===== src/hdl/swm_pkg.sv =====
`timescale 1ns / 1ps
`default_nettype none
// ----------------------------------------------------------------------------
// swm_pkg - shared types and constants for the sliding window median block
// Sample type, default window size and the control word that travels with
// each compared pair.
// ----------------------------------------------------------------------------
package swm_pkg;

	localparam int unsigned DATA_W     = 16;
	localparam int unsigned WINDOW_DEF = 8;

	typedef logic signed [DATA_W-1:0] sample_t;

	// control for one compared pair in flight
	typedef struct packed {
		logic vld;   // pair is live
		logic last;  // last pair of the current candidate's sweep
	} pair_ctl_t;

endpackage
`default_nettype wire


===== src/hdl/swm_window.sv =====
`timescale 1ns / 1ps
`default_nettype none
// ----------------------------------------------------------------------------
// swm_window - sample window memory
// One write port and two registered read ports. Per-entry valid bits make
// never-written entries read as zero after reset.
// ----------------------------------------------------------------------------
module swm_window #(
	parameter int unsigned WINDOW = swm_pkg::WINDOW_DEF,
	parameter int unsigned IDX_W  = (WINDOW > 1) ? $clog2(WINDOW) : 1
) (
	input  wire                      clk,
	input  wire                      arst_n,
	input  wire                      wr_en,
	input  wire [IDX_W-1:0]          wr_addr,
	input  wire swm_pkg::sample_t    wr_data,
	input  wire [IDX_W-1:0]          rd_a_addr,
	input  wire [IDX_W-1:0]          rd_b_addr,
	output swm_pkg::sample_t         rd_a_data,
	output swm_pkg::sample_t         rd_b_data
);
	import swm_pkg::*;

	sample_t            mem [WINDOW];
	logic [WINDOW-1:0]  vld_q;
	sample_t            rd_a_q;
	sample_t            rd_b_q;
	logic               rd_a_vld_q;
	logic               rd_b_vld_q;

	// storage write and registered reads
	always_ff @(posedge clk) begin
		if (wr_en) begin
			mem[wr_addr] <= wr_data;
		end
		rd_a_q <= mem[rd_a_addr];
		rd_b_q <= mem[rd_b_addr];
	end

	// valid bits: cleared by reset, set on first write
	always_ff @(posedge clk or negedge arst_n) begin
		if (!arst_n) begin
			vld_q      <= '0;
			rd_a_vld_q <= 1'b0;
			rd_b_vld_q <= 1'b0;
		end else begin
			if (wr_en) begin
				vld_q[wr_addr] <= 1'b1;
			end
			rd_a_vld_q <= vld_q[rd_a_addr];
			rd_b_vld_q <= vld_q[rd_b_addr];
		end
	end

	// unwritten entries read as zero
	assign rd_a_data = rd_a_vld_q ? rd_a_q : '0;
	assign rd_b_data = rd_b_vld_q ? rd_b_q : '0;

endmodule
`default_nettype wire


===== src/hdl/swm_rank.sv =====
`timescale 1ns / 1ps
`default_nettype none
// ----------------------------------------------------------------------------
// swm_rank - shared compare and rank counter
// Compares the candidate against one window entry per cycle and counts the
// entries that sort ahead of it (smaller, or equal with a lower slot). At
// the end of a sweep it flags the candidate whose rank is the middle one.
// ----------------------------------------------------------------------------
module swm_rank #(
	parameter int unsigned WINDOW = swm_pkg::WINDOW_DEF,
	parameter int unsigned IDX_W  = (WINDOW > 1) ? $clog2(WINDOW) : 1
) (
	input  wire                      clk,
	input  wire                      arst_n,
	input  wire                      en,
	input  wire                      clr,
	input  wire swm_pkg::pair_ctl_t  ctl,
	input  wire swm_pkg::sample_t    cand,
	input  wire swm_pkg::sample_t    other,
	input  wire [IDX_W-1:0]          cand_idx,
	input  wire [IDX_W-1:0]          other_idx,
	output logic                     hit
);
	import swm_pkg::*;

	localparam int unsigned CNT_W = $clog2(WINDOW + 1);
	localparam int unsigned MID   = WINDOW / 2;

	logic [CNT_W-1:0] cnt_q;
	logic [CNT_W-1:0] cnt_nxt;
	logic             ahead;
	logic             live;

	// stable order: smaller value, or equal value from a lower slot
	assign ahead   = (other < cand) || ((other == cand) && (other_idx < cand_idx));
	assign cnt_nxt = cnt_q + CNT_W'(ahead);
	assign live    = en && ctl.vld;
	assign hit     = live && ctl.last && (cnt_nxt == CNT_W'(MID));

	// rank accumulator, restarted per candidate
	always_ff @(posedge clk or negedge arst_n) begin
		if (!arst_n) begin
			cnt_q <= '0;
		end else if (clr) begin
			cnt_q <= '0;
		end else if (live) begin
			if (ctl.last) begin
				cnt_q <= '0;
			end else begin
				cnt_q <= cnt_nxt;
			end
		end
	end

endmodule
`default_nettype wire


===== src/hdl/sliding_window_median_top.sv =====
`timescale 1ns / 1ps
`default_nettype none
// ----------------------------------------------------------------------------
// sliding_window_median_top - running median over a window of samples
// Each sample overwrites the oldest window entry; the result is the entry
// at sorted position WINDOW/2 (upper middle for even sizes).
// ----------------------------------------------------------------------------
//  Channel   Handshake            Payload
//  input     in_valid/in_stall    sample (16 b, signed)
//  output    out_valid/out_stall  median (16 b, signed)
//
//  The median beat is offered when the sweep of c, the slot of the median
//  entry, ends, or later if the output register is still full. The next
//  input beat is taken only after that result has gone into the output
//  register. One comparator sweeps the candidate/entry pairs through the
//  two-port window memory until the median candidate is found. Input
//  stalls while a sample is worked on or while a finished result waits
//  behind a full output register. Reset zeroes the window through
//  per-entry valid bits, so no clearing pass is needed.
// ----------------------------------------------------------------------------
module sliding_window_median_top #(
	parameter int unsigned WINDOW = swm_pkg::WINDOW_DEF
) (
	input  wire                    clk,
	input  wire                    arst_n,
	input  wire                    in_valid,
	output logic                   in_stall,
	input  wire swm_pkg::sample_t  sample,
	output logic                   out_valid,
	input  wire                    out_stall,
	output swm_pkg::sample_t       median
);
	import swm_pkg::*;

	localparam int unsigned IDX_W = (WINDOW > 1) ? $clog2(WINDOW) : 1;
	localparam logic [IDX_W-1:0] LAST_IDX = IDX_W'(WINDOW - 1);

	localparam logic [1:0] ST_IDLE = 2'd0;
	localparam logic [1:0] ST_RUN  = 2'd1;
	localparam logic [1:0] ST_HOLD = 2'd2;

	logic [1:0]       state_q;
	logic [IDX_W-1:0] slot_q;
	logic [IDX_W-1:0] cand_q;
	logic [IDX_W-1:0] scan_q;
	logic [IDX_W-1:0] cand_s1;
	logic [IDX_W-1:0] scan_s1;
	pair_ctl_t        ctl_s1;
	sample_t          res_q;
	sample_t          median_q;
	logic             out_valid_q;

	sample_t          cand_data;
	sample_t          scan_data;
	logic             accept;
	logic             run;
	logic             hit;
	logic             out_free;
	logic             load_out;

	assign in_stall  = (state_q != ST_IDLE);
	assign accept    = in_valid && !in_stall;
	assign run       = (state_q == ST_RUN);
	assign out_free  = !out_valid_q || !out_stall;
	assign load_out  = out_free && ((run && hit) || (state_q == ST_HOLD));
	assign out_valid = out_valid_q;
	assign median    = median_q;

	swm_window #(
		.WINDOW (WINDOW),
		.IDX_W  (IDX_W)
	) u_window (
		.clk       (clk),
		.arst_n    (arst_n),
		.wr_en     (accept),
		.wr_addr   (slot_q),
		.wr_data   (sample),
		.rd_a_addr (cand_q),
		.rd_b_addr (scan_q),
		.rd_a_data (cand_data),
		.rd_b_data (scan_data)
	);

	swm_rank #(
		.WINDOW (WINDOW),
		.IDX_W  (IDX_W)
	) u_rank (
		.clk       (clk),
		.arst_n    (arst_n),
		.en        (run),
		.clr       (accept),
		.ctl       (ctl_s1),
		.cand      (cand_data),
		.other     (scan_data),
		.cand_idx  (cand_s1),
		.other_idx (scan_s1),
		.hit       (hit)
	);

	// pair tags aligned with the registered memory reads
	always_ff @(posedge clk) begin
		cand_s1 <= cand_q;
		scan_s1 <= scan_q;
	end

	always_ff @(posedge clk or negedge arst_n) begin
		if (!arst_n) begin
			ctl_s1 <= '0;
		end else begin
			ctl_s1.vld  <= run;
			ctl_s1.last <= (scan_q == LAST_IDX);
		end
	end

	// sequencer: ring write, pair sweep, result hand-off
	always_ff @(posedge clk or negedge arst_n) begin
		if (!arst_n) begin
			state_q     <= ST_IDLE;
			slot_q      <= '0;
			cand_q      <= '0;
			scan_q      <= '0;
			out_valid_q <= 1'b0;
		end else begin
			if (load_out) begin
				out_valid_q <= 1'b1;
			end else if (!out_stall) begin
				out_valid_q <= 1'b0;
			end
			unique case (state_q)
				ST_IDLE: begin
					if (accept) begin
						slot_q  <= (slot_q == LAST_IDX) ? '0 : slot_q + IDX_W'(1);
						cand_q  <= '0;
						scan_q  <= '0;
						state_q <= ST_RUN;
					end
				end
				ST_RUN: begin
					if (scan_q == LAST_IDX) begin
						scan_q <= '0;
						cand_q <= (cand_q == LAST_IDX) ? '0 : cand_q + IDX_W'(1);
					end else begin
						scan_q <= scan_q + IDX_W'(1);
					end
					if (hit) begin
						if (out_free) begin
							state_q <= ST_IDLE;
						end else begin
							state_q <= ST_HOLD;
						end
					end
				end
				ST_HOLD: begin
					if (out_free) begin
						state_q <= ST_IDLE;
					end
				end
				default: begin
					state_q <= ST_IDLE;
				end
			endcase
		end
	end

	// result payload
	always_ff @(posedge clk) begin
		if (run && hit) begin
			res_q <= cand_data;
			if (out_free) begin
				median_q <= cand_data;
			end
		end else if ((state_q == ST_HOLD) && out_free) begin
			median_q <= res_q;
		end
	end

endmodule
`default_nettype wire

===== config.mk =====
export PLATFORM = sky130hd
export DESIGN_NAME = sliding_window_median_top
export DESIGN_NICKNAME = d
export VERILOG_FILES = /design/src/hdl/swm_pkg.sv /design/src/hdl/swm_window.sv /design/src/hdl/swm_rank.sv /design/src/hdl/sliding_window_median_top.sv
export SDC_FILE = /design/constraint.sdc
export NUM_CORES = 1
export LEC_CHECK = 0
export BUFFER_PORTS_ARGS = -buffer_cell sky130_fd_sc_hd__buf_2
export CORE_MARGIN = 1
export CORE_UTILIZATION = 30
export DETAILED_ROUTE_END_ITERATION = 8
export PLACE_DENSITY = 0.48
export SYNTH_ARGS = -nofsm -noshare
export SYNTH_HDL_FRONTEND = slang
export SYNTH_SLANG_ARGS = --single-unit

===== constraint.sdc =====
create_clock -name clk -period 6.8 [get_ports clk]
set_input_delay 0 -clock clk [delete_from_list [all_inputs] [get_ports clk]]
set_output_delay 0 -clock clk [all_outputs]
set_load 0.01 [all_outputs]

# == Yosys cells after proc, flatten, opt, wreduce, memory -nomap -nowiden ==
# Memories as Yosys holds them, arrays and structs flattened. A register that Yosys moved wholly into a read port is not among the register bits.
# Cells that the tools add are included.
# word_totals
word_cells,95
out_inout_bits,18
mem_bits_rw,128
regBits,66
memories,1
# op_classes
eq_ne,13
n_reduce_logical,25
n_mux,30
n_bitwise,1
add_sub_neg,4
order_cmp,6
# memory_table
name,words,width,read_ports,rd_ports_with_merged_regs,wr,line_no,text
u_window.mem,8,16,2,2,1,swm_window.sv:24,sample_t mem [WINDOW];
# ops
cell,n
2-to-1 mux 16 bit,5
== test 16 bit,1
< comparator 16 bit,1
2-to-1 mux 3 bit,5
< comparator 3 x 4 -> 1 bit (second input constant),3
2-to-1 mux 4 bit,3
case mux 3 bit (2 select lines),2
adder 3 x 1 -> 3 bit (second input constant),3
== test 3 bit (second input constant),3
logical AND 1 bit,9
2-to-1 mux 2 bit,4
OR 8 bit,1
nonzero test 2 bit,4
2-to-1 mux 1 bit,7
binary-select mux 1 bit (select 3 bit),2
!= test 2 x 1 -> 1 bit (second input constant),3
!= test 2 bit (second input constant),3
case mux 2 bit (3 select lines),1
AND reduction 2 bit,3
AND reduction 3 bit,2
adder 4 x 1 -> 4 bit,1
== test 4 x 3 -> 1 bit (second input constant),1
demux 1 bit (select 3 bit),1
>= comparator 3 x 1 -> 1 bit (second input constant),1
6 further kinds,10

# == Logic depth before layout (Yosys ltp) ==
# Gate-level depths: netlist (run 1).
# logic_depth
ltp_word,11
ltp_mapped,15

# == By module ==
# A second synthesis (run 1) with hierarchy kept.
# unflattened
cells_unflattened,554
hier_area_um2,10025.9
# by_module_without_submodules
module,instances,area_per_inst_um2,seq_area_each_um2,cells_each
swm_window,1,7325.8,4734.5,350
sliding_window_median_top,1,1964.4,1431.4,111
swm_rank,1,735.7,100.1,93

# == Worst setup path after synthesis (run 1) ==
# No wires, ideal clock.
# synth_timing
path_type,register -> register
start,register u_window.rd_a_vld_q
end,register median_q[0] (netlist: median[0]) (enable)
n_path_buf,1
arrival_time_ps,4048
required_time_ps,6406
path_slack_ps,2357
stages_incl_launch_ff,15
setup_time_ps,394
path_cell_list,dfrtp_1 > clkbuf_1 > nand2_1 > ha_1 > nand4_1 > nor3_1 > a21bo_2 > nand4_1 > mux2_2 > ha_1 > ha_1 > nor4_1 > nand3_1 > a21boi_0 > a21oi_1
# synth_between
elab_chain_len,10
word_cells_on_any_way,12
classes_between,add/sub (1); order compare (1); eq/ne (3); mux (1); reduce/logical (6)
# synth_lines
item,line_no,text
start: declaration,swm_window.sv:28,logic rd_a_vld_q;
start signal: assignment,swm_window.sv:50,rd_a_vld_q <= vld_q[rd_a_addr];
2-to-1 mux 16 bit (*),swm_window.sv:56,assign rd_a_data = rd_a_vld_q ? rd_a_q : '0;
"parallel branches: the longest is 2 deep, another holds < comparator 16 bit",--,
logical OR 1 bit (*),swm_rank.sv:35,assign ahead = (other < cand) || ((other == cand) && (other_idx < cand_idx));
adder 4 x 1 -> 4 bit (*),swm_rank.sv:36,assign cnt_nxt = cnt_q + CNT_W'(ahead);
== test 4 x 3 -> 1 bit (*),swm_rank.sv:38,assign hit = live && ctl.last && (cnt_nxt == CNT_W'(MID));
logical AND 1 bit (*),swm_rank.sv:38,
logical AND 1 bit (*),sliding_window_median_top.sv:167,if (run && hit) begin
!= test 2 bit (no source line) / nonzero test 2 bit (equally long branches),--,
AND reduction 2 bit (no source line) (*),--,
end signal: assignment,sliding_window_median_top.sv:170,median_q <= cand_data;
end signal: assignment,sliding_window_median_top.sv:173,median_q <= res_q;
end: declaration,sliding_window_median_top.sv:50,sample_t median_q;
# Every way passes the cells marked *.
# A chain may end at the register's enable or synchronous reset.

# == Worst setup path in the final report (run 1) ==
# layout_timing
start,register u_window.rd_a_vld_q
end,register res_q[15] (enable)
# layout_between
elab_chain_len,8
word_cells_on_any_way,9
classes_between,add/sub (1); order compare (1); eq/ne (2); mux (1); reduce/logical (4)
# layout_lines
item,line_no,text
2-to-1 mux 16 bit (*),swm_window.sv:56,
"parallel branches: the longest is 2 deep, another holds < comparator 16 bit",--,
logical OR 1 bit (*),swm_rank.sv:35,
adder 4 x 1 -> 4 bit (*),swm_rank.sv:36,
== test 4 x 3 -> 1 bit (*),swm_rank.sv:38,
logical AND 1 bit (*),swm_rank.sv:38,
logical AND 1 bit (*),sliding_window_median_top.sv:167,
end signal: assignment,sliding_window_median_top.sv:168,res_q <= cand_data;
end: declaration,sliding_window_median_top.sv:49,sample_t res_q;
# Marked as above.

==> results.md, run 1 <==
* Cells after Synth at 567
* Placed insts at 1031
* GR peak layer: met2
* CP Launch Point: u_window.rd_a_vld_q
* Mapped Nets at 613
* Final ANT Viol Nets at 0
* Tot Pwr at 4.497 mW
* # rows at 66
* Detailed Routing Iterations Pass 1 at 4
* Unrepaired setup endpoints after global routing: no
* Most frequent cells in the layout: 160 x edfxtp_1, 66 x mux4_1, 51 x nand2_1
* Routed len/inst at 18.23 µm
* Total GRT Usage at 12.09%
* Area of the multi-input gates at 3366 µm²
* FF-to-FF End: res_q[15]
* GRT met2 Usage at 22.01%
* R2r startpoint: u_window.rd_a_vld_q
* Total Nets Final at 680
* CTS tree: built
* Core area at 32450 µm²
* CP Max Fanout at 33
* Starting DRT DRC Count at 178
* Residual DRC count at 0
* Avg Cell Area, Syn at 17.40 µm²
* Met1 usage at 14.82%
* Via-to-Cell Ratio at 4.613
* CTS Buf Count at 24
* Die footprint at 33610 µm²
* Synth Warn # at 0
* Vert. Die Dim at 183.3 µm
* Clock sink count at 226
* Hpwl dp at 12570 µm
* Pin count of the biggest net entering global routing at 39
* Mapped Area at 9863 µm²
* Critical Path Max Stage Delay at 800 ps
* Period utilization at 74.16%
* Clk root buf: clkbuf_16
* Reg2reg setup slack at 1760 ps
* Worst R2R Path Depth at 12
* Slowest stage cell, crit path: inv_1
* Setup Buffers After CTS at 0
* Worst vdd ir at 0.1792 mV
* Worst-path cell chain: nand2_1 -> ha_1 -> nand4_1 -> nor3_1 -> a21bo_2 -> nand4_1 -> mux2_2 -> ha_1 -> ha_1 -> nor4_1 -> nand3_1 -> inv_1
* Hold crit path type: input pin to async pin
* Post-route insts no fill at 1093
* Final slew viol count at 0
* Area Growth Syn to Fin at 17.68%
* Antenna diodes at 0
* Commonest non-fill, non-tap cell in the layout: edfxtp_1
* Crit path top cell by count: ha_1
* Max_slew headroom at 25.64%
* Via count at 5042
* Gp weighted congestion at 0.7653
* Post_cts resized at 0
* Post-route minimum period at 5043 ps
* Hold Worst Slack at 62.62 ps
* Worst setup path class: flip-flop to flip-flop
* DRT Wirelength at 19930 µm
* Die Wd at 183.3 µm
* Status: completed
* Clk_skew at 16.84 ps
* DP Worst Slack at 1715 ps
* #FFs+latches synth at 226
* Placed Area at 10550 µm²
* Final instance area at 11610 µm²
* CP Launch Type: flip-flop
* # setup viols final at 0
* Final setup margin at 1757 ps
* Seq. cell area at 6271 µm²
* Lkg Pwr at 4.347 nW
* Util after Layout at 35.77%
* GRT met3 Usage at 1.708%
* Clk pin slew, worst setup/hold paths at 60 ps
* Clk Latency, worst-skew pair at 520 ps
* Vias in the first global route at 5396
* Fillers at 2999
* Least-Margin Pin Slew at 1115 ps
* Power Dens Cells at 387.4 nW/µm²
* # port buffers at 37
* Setup Total Neg Slack at 0 ps
* Grt ovf at 0
* Wire length of the first global-routing pass at 30720 µm
* Top-level I/O count at 38
* Final hold viol count at 0
* Arr. time, crit path at 5200 ps
* CTS Buffer Depth at 3
* Fmax at 198.3 MHz
* MaxCap Viol Count at 0
* Netlist cell types at 33
* Cts hold-fix bufs at 19
* Register area share after synthesis at 63.53%
* Antenna violations before repair at 0
* H-tree depth at 1
* Worst Setup End Kind: flip-flop
* Layout cells sized above 1 at 21.97%
* Req. time, crit path at 6960 ps
* Initial core utilization at 30.39%
## synthesized netlist by cell type
master / number / area (µm²)
mux4_2: 2 / 45.04
a21oi_1: 10 / 50.05
dfrtp_1: 28 / 700.7
or2_2: 8 / 50.05
o211ai_1: 1 / 7.510
a32o_1: 3 / 30.03
nand2b_4: 1 / 13.76
nor2_1: 8 / 30.03
o31ai_1: 3 / 22.52
a21bo_2: 1 / 10.01
nand4_1: 6 / 37.54
nor2b_1: 2 / 12.51
nor3_1: 7 / 35.03
inv_1: 24 / 90.09
buf_6: 8 / 90.09
clkinv_1: 1 / 3.750
ha_1: 26 / 325.3
nor4_1: 2 / 12.51
edfxtp_1: 160 / 4805
nand3_1: 3 / 15.01
buf_2: 5 / 25.02
a21o_1: 1 / 7.510
clkbuf_1: 13 / 48.80
nand2_1: 51 / 191.4
and2_1: 17 / 106.4
mux2_2: 36 / 405.4
mux4_1: 66 / 1734
o21ai_0: 28 / 140.1
dfxtp_1: 38 / 760.7
nand2b_1: 4 / 25.02
xor2_1: 2 / 17.52
nand3b_1: 1 / 7.510
a21boi_0: 1 / 7.510
## cell type report
type	count	area share, %
clock buffers	26	5.239
clock inverters	17	2.221
inverters	25	0.8084
multi-input cells	290	29.00
flip-flops and latches	226	54.03
well taps	442	4.764
repair buffers	67	3.945
## cell families after synthesis
family	synth area share (%)
AO/OA/AOI/OAI	2.791
XOR/XNOR	0.1776
adder cells (fa/ha/maj)	3.298
buffers and inverters	2.613
flip-flops	63.53
multiplexers	22.15
AND/OR/NAND/NOR	5.442
## power by group
group / switching, mW / internal [mW]
logic: 0.507 / 0.637
registers: 0.251 / 1.70
clock network: 0.529 / 0.877
## registers in the layout (all words and copies together), names as in the netlist, 3 cells and up
register	flops
u_window.vld_q	8
u_window.rd_b_q	16
slot_q	3
scan_s1	3
cand_s1	3
u_rank.cnt_q	4
res_q	16
u_window.mem	128
cand_q	3
scan_q	3
median	16
u_window.rd_a_q	16
## how the worst max path moves through the flow
stage	to	slack (ps)	cells after the start
6_report	res_q[15]	1760	12
5_1_grt	res_q[2]	1290	12
4_1_cts	res_q[3]	1690	12
3_5_place_dp	res_q[11]	1710	12
3_3_place_gp	res_q[10]	1910	12
2_1_floorplan	median[0]	2360	14
## layer usage
metal / vias up / routed length, µm
met5: - / 0
met4: 0 / 381
met3: 33 / 853
met2: 97 / 10210
met1: 2526 / 8480
li1: 2386 / -
## critical path: cells and delay by family (launching register included)
| family | cells | cell delay (ps) |
|---|---|---|
| adder cells (fa/ha/maj) | 3 | 870 |
| AO/OA/AOI/OAI | 1 | 260 |
| AND/OR/NAND/NOR | 6 | 1730 |
| multiplexers | 1 | 340 |
| buffers and inverters | 1 | 800 |
| flip-flops | 1 | 660 |
No activity file was read; power rests on OpenSTA's default activity.
==> run 2, diff against run 1 <==
--- a/config.mk
+++ b/config.mk
@@ -5,11 +5,12 @@
 export SDC_FILE = /design/constraint.sdc
 export NUM_CORES = 1
 export LEC_CHECK = 0
+export ABC_AREA = 1
 export BUFFER_PORTS_ARGS = -buffer_cell sky130_fd_sc_hd__buf_2
 export CORE_MARGIN = 1
 export CORE_UTILIZATION = 30
 export DETAILED_ROUTE_END_ITERATION = 8
-export PLACE_DENSITY = 0.48
+export PLACE_DENSITY = 0.49
 export SYNTH_ARGS = -nofsm -noshare
 export SYNTH_HDL_FRONTEND = slang
 export SYNTH_SLANG_ARGS = --single-unit
==> constraint.sdc (replaced) <==
create_clock -name clk -period 4.2 [get_ports clk]
set_input_delay 0 -clock clk [delete_from_list [all_inputs] [get_ports clk]]
set_output_delay 0 -clock clk [all_outputs]
set_load 0.01 [all_outputs]
==> results.md, run 2 <==
* Status: completed (unchanged)
* Ys async rst share at 12.39% (unchanged)
* Fmax at 271.3 MHz (was 198.3 MHz)
* Commonest non-fill, non-tap cell in the layout: edfxtp_1 (unchanged)
* Detailed Routing Iterations Pass 1 at 5 (was 4)
* Switching Fraction at 37.41% (was 28.62%)
* # port buffers at 37 (unchanged)
* Pin count of the biggest net entering global routing at 64 (was 39)
* CTS Buffer Depth at 3 (unchanged)
* CP Max Fanout at 16 (was 33)
* Switching power at 3.056 mW (was 1.287 mW)
* Setup Buffers After CTS at 0 (unchanged)
* Via count at 7068 (was 5042)
* Most common library cells after synthesis: 160 x edfxtp_1, 152 x o21ai_0, 150 x nand2_1 (was 160 x edfxtp_1, 66 x mux4_1, 51 x nand2_1)
* Mapped Nets at 1013 (was 613)
* Fillers at 3333 (was 2999)
* Clock share of power at 28.1% (was 31.3%)
* Clk root buf: clkbuf_16 (unchanged)
* Final instance area at 11740 µm² (was 11610 µm²)
* Setup Total Neg Slack at 0 ps (unchanged)
* #FFs+latches synth at 226 (unchanged)
* Simple logic cell fraction of the synthesized area at 9.327% (was 5.442%)
* Residual DRC count at 0 (unchanged)
* Hold crit path type: input pin to async pin (unchanged)
* Hpwl dp at 14580 µm (was 12570 µm)
* Most area-hungry cell type in the Yosys netlist: edfxtp_1 (unchanged)
* Final slew viol count at 0 (unchanged)
* Mapped Area at 10010 µm² (was 9863 µm²)
* Least-Margin Pin Slew at 911.8 ps (was 1115 ps)
* Vias in the first global route at 6603 (was 5396)
* Adder-Cell Fraction of Synth Area at 3.251% (was 3.298%)
* Clk pin slew, worst setup/hold paths at 60 ps (about the same)
* Logic pwr share at 33.9% (was 25.4%)
* CP Launch Type: flip-flop (unchanged)
* Vert. Die Dim at 184.6 µm (was 183.3 µm)
* Top-count cell post-synth: edfxtp_1 (unchanged)
* Period utilization at 87.77% (was 74.16%)
* MaxCap Viol Count at 0 (unchanged)
* Cells after Synth at 967 (was 567)
* # setup viols final at 0 (unchanged)
* Worst Setup End Kind: flip-flop (unchanged)
* Die Wd at 184.6 µm (was 183.3 µm)
* Synth Warn # at 0 (unchanged)
* Most frequent cells in the layout: 160 x edfxtp_1, 152 x o21ai_0, 150 x nand2_1 (was 160 x edfxtp_1, 66 x mux4_1, 51 x nand2_1)
* Final hold viol count at 0 (unchanged)
* Starting DRT DRC Count at 482 (was 178)
* Combinational family with the most area after synthesis: compound AO/OA/AOI/OAI gates (was multiplexers)
* Total GRT Usage at 14.63% (was 12.09%)
* Avg Cell Area, Syn at 10.35 µm² (was 17.40 µm²)
* Post_cts resized at 0 (unchanged)
* Top-level I/O count at 38 (unchanged)
* DRT Wirelength at 24420 µm (was 19930 µm)
* Antenna diodes at 0 (unchanged)
* Biggest register: u_window.mem (unchanged)
* Worst setup path class: flip-flop to flip-flop (unchanged)
* Clk Latency, worst-skew pair at 530 ps (was 520 ps)
* Post-route minimum period at 3686 ps (was 5043 ps)
* Netlist cell types at 34 (was 33)
* Clk_skew at 16.76 ps (was 16.84 ps)
* Routed len/inst at 16.51 µm (was 18.23 µm)
* Seq. cell area at 6269 µm² (was 6271 µm²)
* Grt ovf at 0 (unchanged)
* Gp weighted congestion at 0.7473 (was 0.7653)
* Max_slew headroom at 39.13% (was 25.64%)
* Util after Layout at 35.89% (was 35.77%)
* Total Nets Final at 1063 (was 680)
* CTS tree: built (unchanged)
* Largest register FFs at 128 (unchanged)
* Via-to-Cell Ratio at 4.779 (was 4.613)
* Leading post-synthesis cells by cell area: edfxtp_1 48%, dfxtp_1 7.6%, o21ai_0 7.6% (was edfxtp_1 49%, mux4_1 18%, dfxtp_1 7.7%)
* Area of the multi-input gates at 3087 µm² (was 3366 µm²)
* Clock sink count at 226 (unchanged)
* Core area at 32700 µm² (was 32450 µm²)
* Top cell type's share of synthesized area at 48.01% (was 48.71%)
* Cts hold-fix bufs at 19 (unchanged)
* Antenna violations before repair at 2 (was 0)
* Hold Worst Slack at 43.07 ps (was 62.62 ps)
* Req. time, crit path at 4360 ps (was 6960 ps)
* Worst vdd ir at 0.4100 mV (was 0.1792 mV)
* Register area share after synthesis at 62.62% (was 63.53%)
* Seq pwr share at 37.9% (was 43.3%)
* Reg2reg setup slack at 510 ps (was 1760 ps)
* Die footprint at 34090 µm² (was 33610 µm²)
* Unrepaired setup endpoints after global routing: no (unchanged)
* Post-synthesis compound-gate area fraction at 17.99% (was 2.791%)
* Layout cells sized above 1 at 12.92% (was 21.97%)
* Synth Area in XOR/XNOR at 0.1750% (was 0.1776%)
* Mux share of post-synthesis cell area at 0% (was 22.15%)
* Wire length of the first global-routing pass at 37720 µm (was 30720 µm)
* Area Growth Syn to Fin at 17.28% (was 17.68%)
* Final ANT Viol Nets at 0 (unchanged)
* Int Pwr at 5.113 mW (was 3.210 mW)
* Initial core utilization at 30.60% (was 30.39%)
* Post-synth top flop: edfxtp_1 (unchanged)
* CTS Buf Count at 26 (was 24)
* # rows at 66 (unchanged)
* H-tree depth at 1 (unchanged)
* Placed Area at 10670 µm² (was 10550 µm²)
* Power Dens Cells at 696.0 nW/µm² (was 387.4 nW/µm²)
* Arr. time, crit path at 3850 ps (was 5200 ps)
* Lkg Pwr at 4.647 nW (was 4.347 nW)
* Number of synthesized flops with an enable pin at 160 (unchanged)
## run 2: power groups by stage
| stage | combinational, mW | sequential (mW) | clock [mW] |
|---|---|---|---|
| final | 2.77 | 3.10 | 2.30 |
| after CTS | 2.80 | 3.09 | 2.36 |
| after detailed placement | 2.77 | 3.14 | 0 |
| after floorplan | 2.10 | 2.93 | 0 |
| after global placement | 2.75 | 3.15 | 0 |
| after global routing | 3.17 | 3.14 | 2.44 |
## run 2: kinds of logic (layout without fill, tap and decap cells)
family                   Yosys count  in the layout
AO/OA/AOI/OAI                    320            320
flip-flops                       226            226
AND/OR/NAND/NOR                  226            226
buffers and inverters            167            237
adder cells (fa/ha/maj)           26             26
XOR/XNOR                           2              2
## run 2: metrics by stage
stage | total power [mW] | setup WS, ps | instances
3_5_place_dp | 5.910 | 397.3 | 1412
3_3_place_gp | 5.897 | 431.1 | 1412
2_1_floorplan | 5.031 | 346.5 | 967
5_1_grt | 8.741 | 42.54 | 1479
6_report | 8.169 | 513.6 | 1479
4_1_cts | 8.251 | 384.0 | 1479
## run 2: path summary, 6_finish.rpt
path	from	endpoint	cells past startpoint
worst max-delay path	u_window.rd_a_vld_q	res_q[10]	13
max in group asynchronous	arst_n	cand_q[0]	2
worst min register to register	u_window.vld_q[2]	u_window.vld_q[2]	2
min in group clk	out_stall	out_valid	4
worst min-delay path	arst_n	u_window.vld_q[5]	2
worst max register to register	u_window.rd_a_vld_q	res_q[10]	13
## run 2: area by class of cell
| cell class | count | area share [%] |
|---|---|---|
| well taps | 442 | 4.712 |
| repair buffers | 76 | 4.478 |
| multi-input cells | 574 | 26.30 |
| clock inverters | 8 | 0.9701 |
| inverters | 113 | 3.614 |
| flip-flops and latches | 226 | 53.41 |
| clock buffers | 40 | 6.514 |
## run 2: layer usage
layer	track usage, %	routed length (µm)
met1	20.99	11800
met2	22.48	10690
met3	2.608	1424
met4	4.132	503
met5	0	0
## run 2: critical path: stages (launching register included)
cell and delay, ps:
dfrtp_1 630, nand2_1 200, ha_1 380, a21oi_1 140, o21ai_0 90, a21oi_1 190
nand2_1 80, nand2_1 50, nand3_1 90, ha_1 210, ha_1 320, nor4_4 310
nand3_4 150, inv_1 470
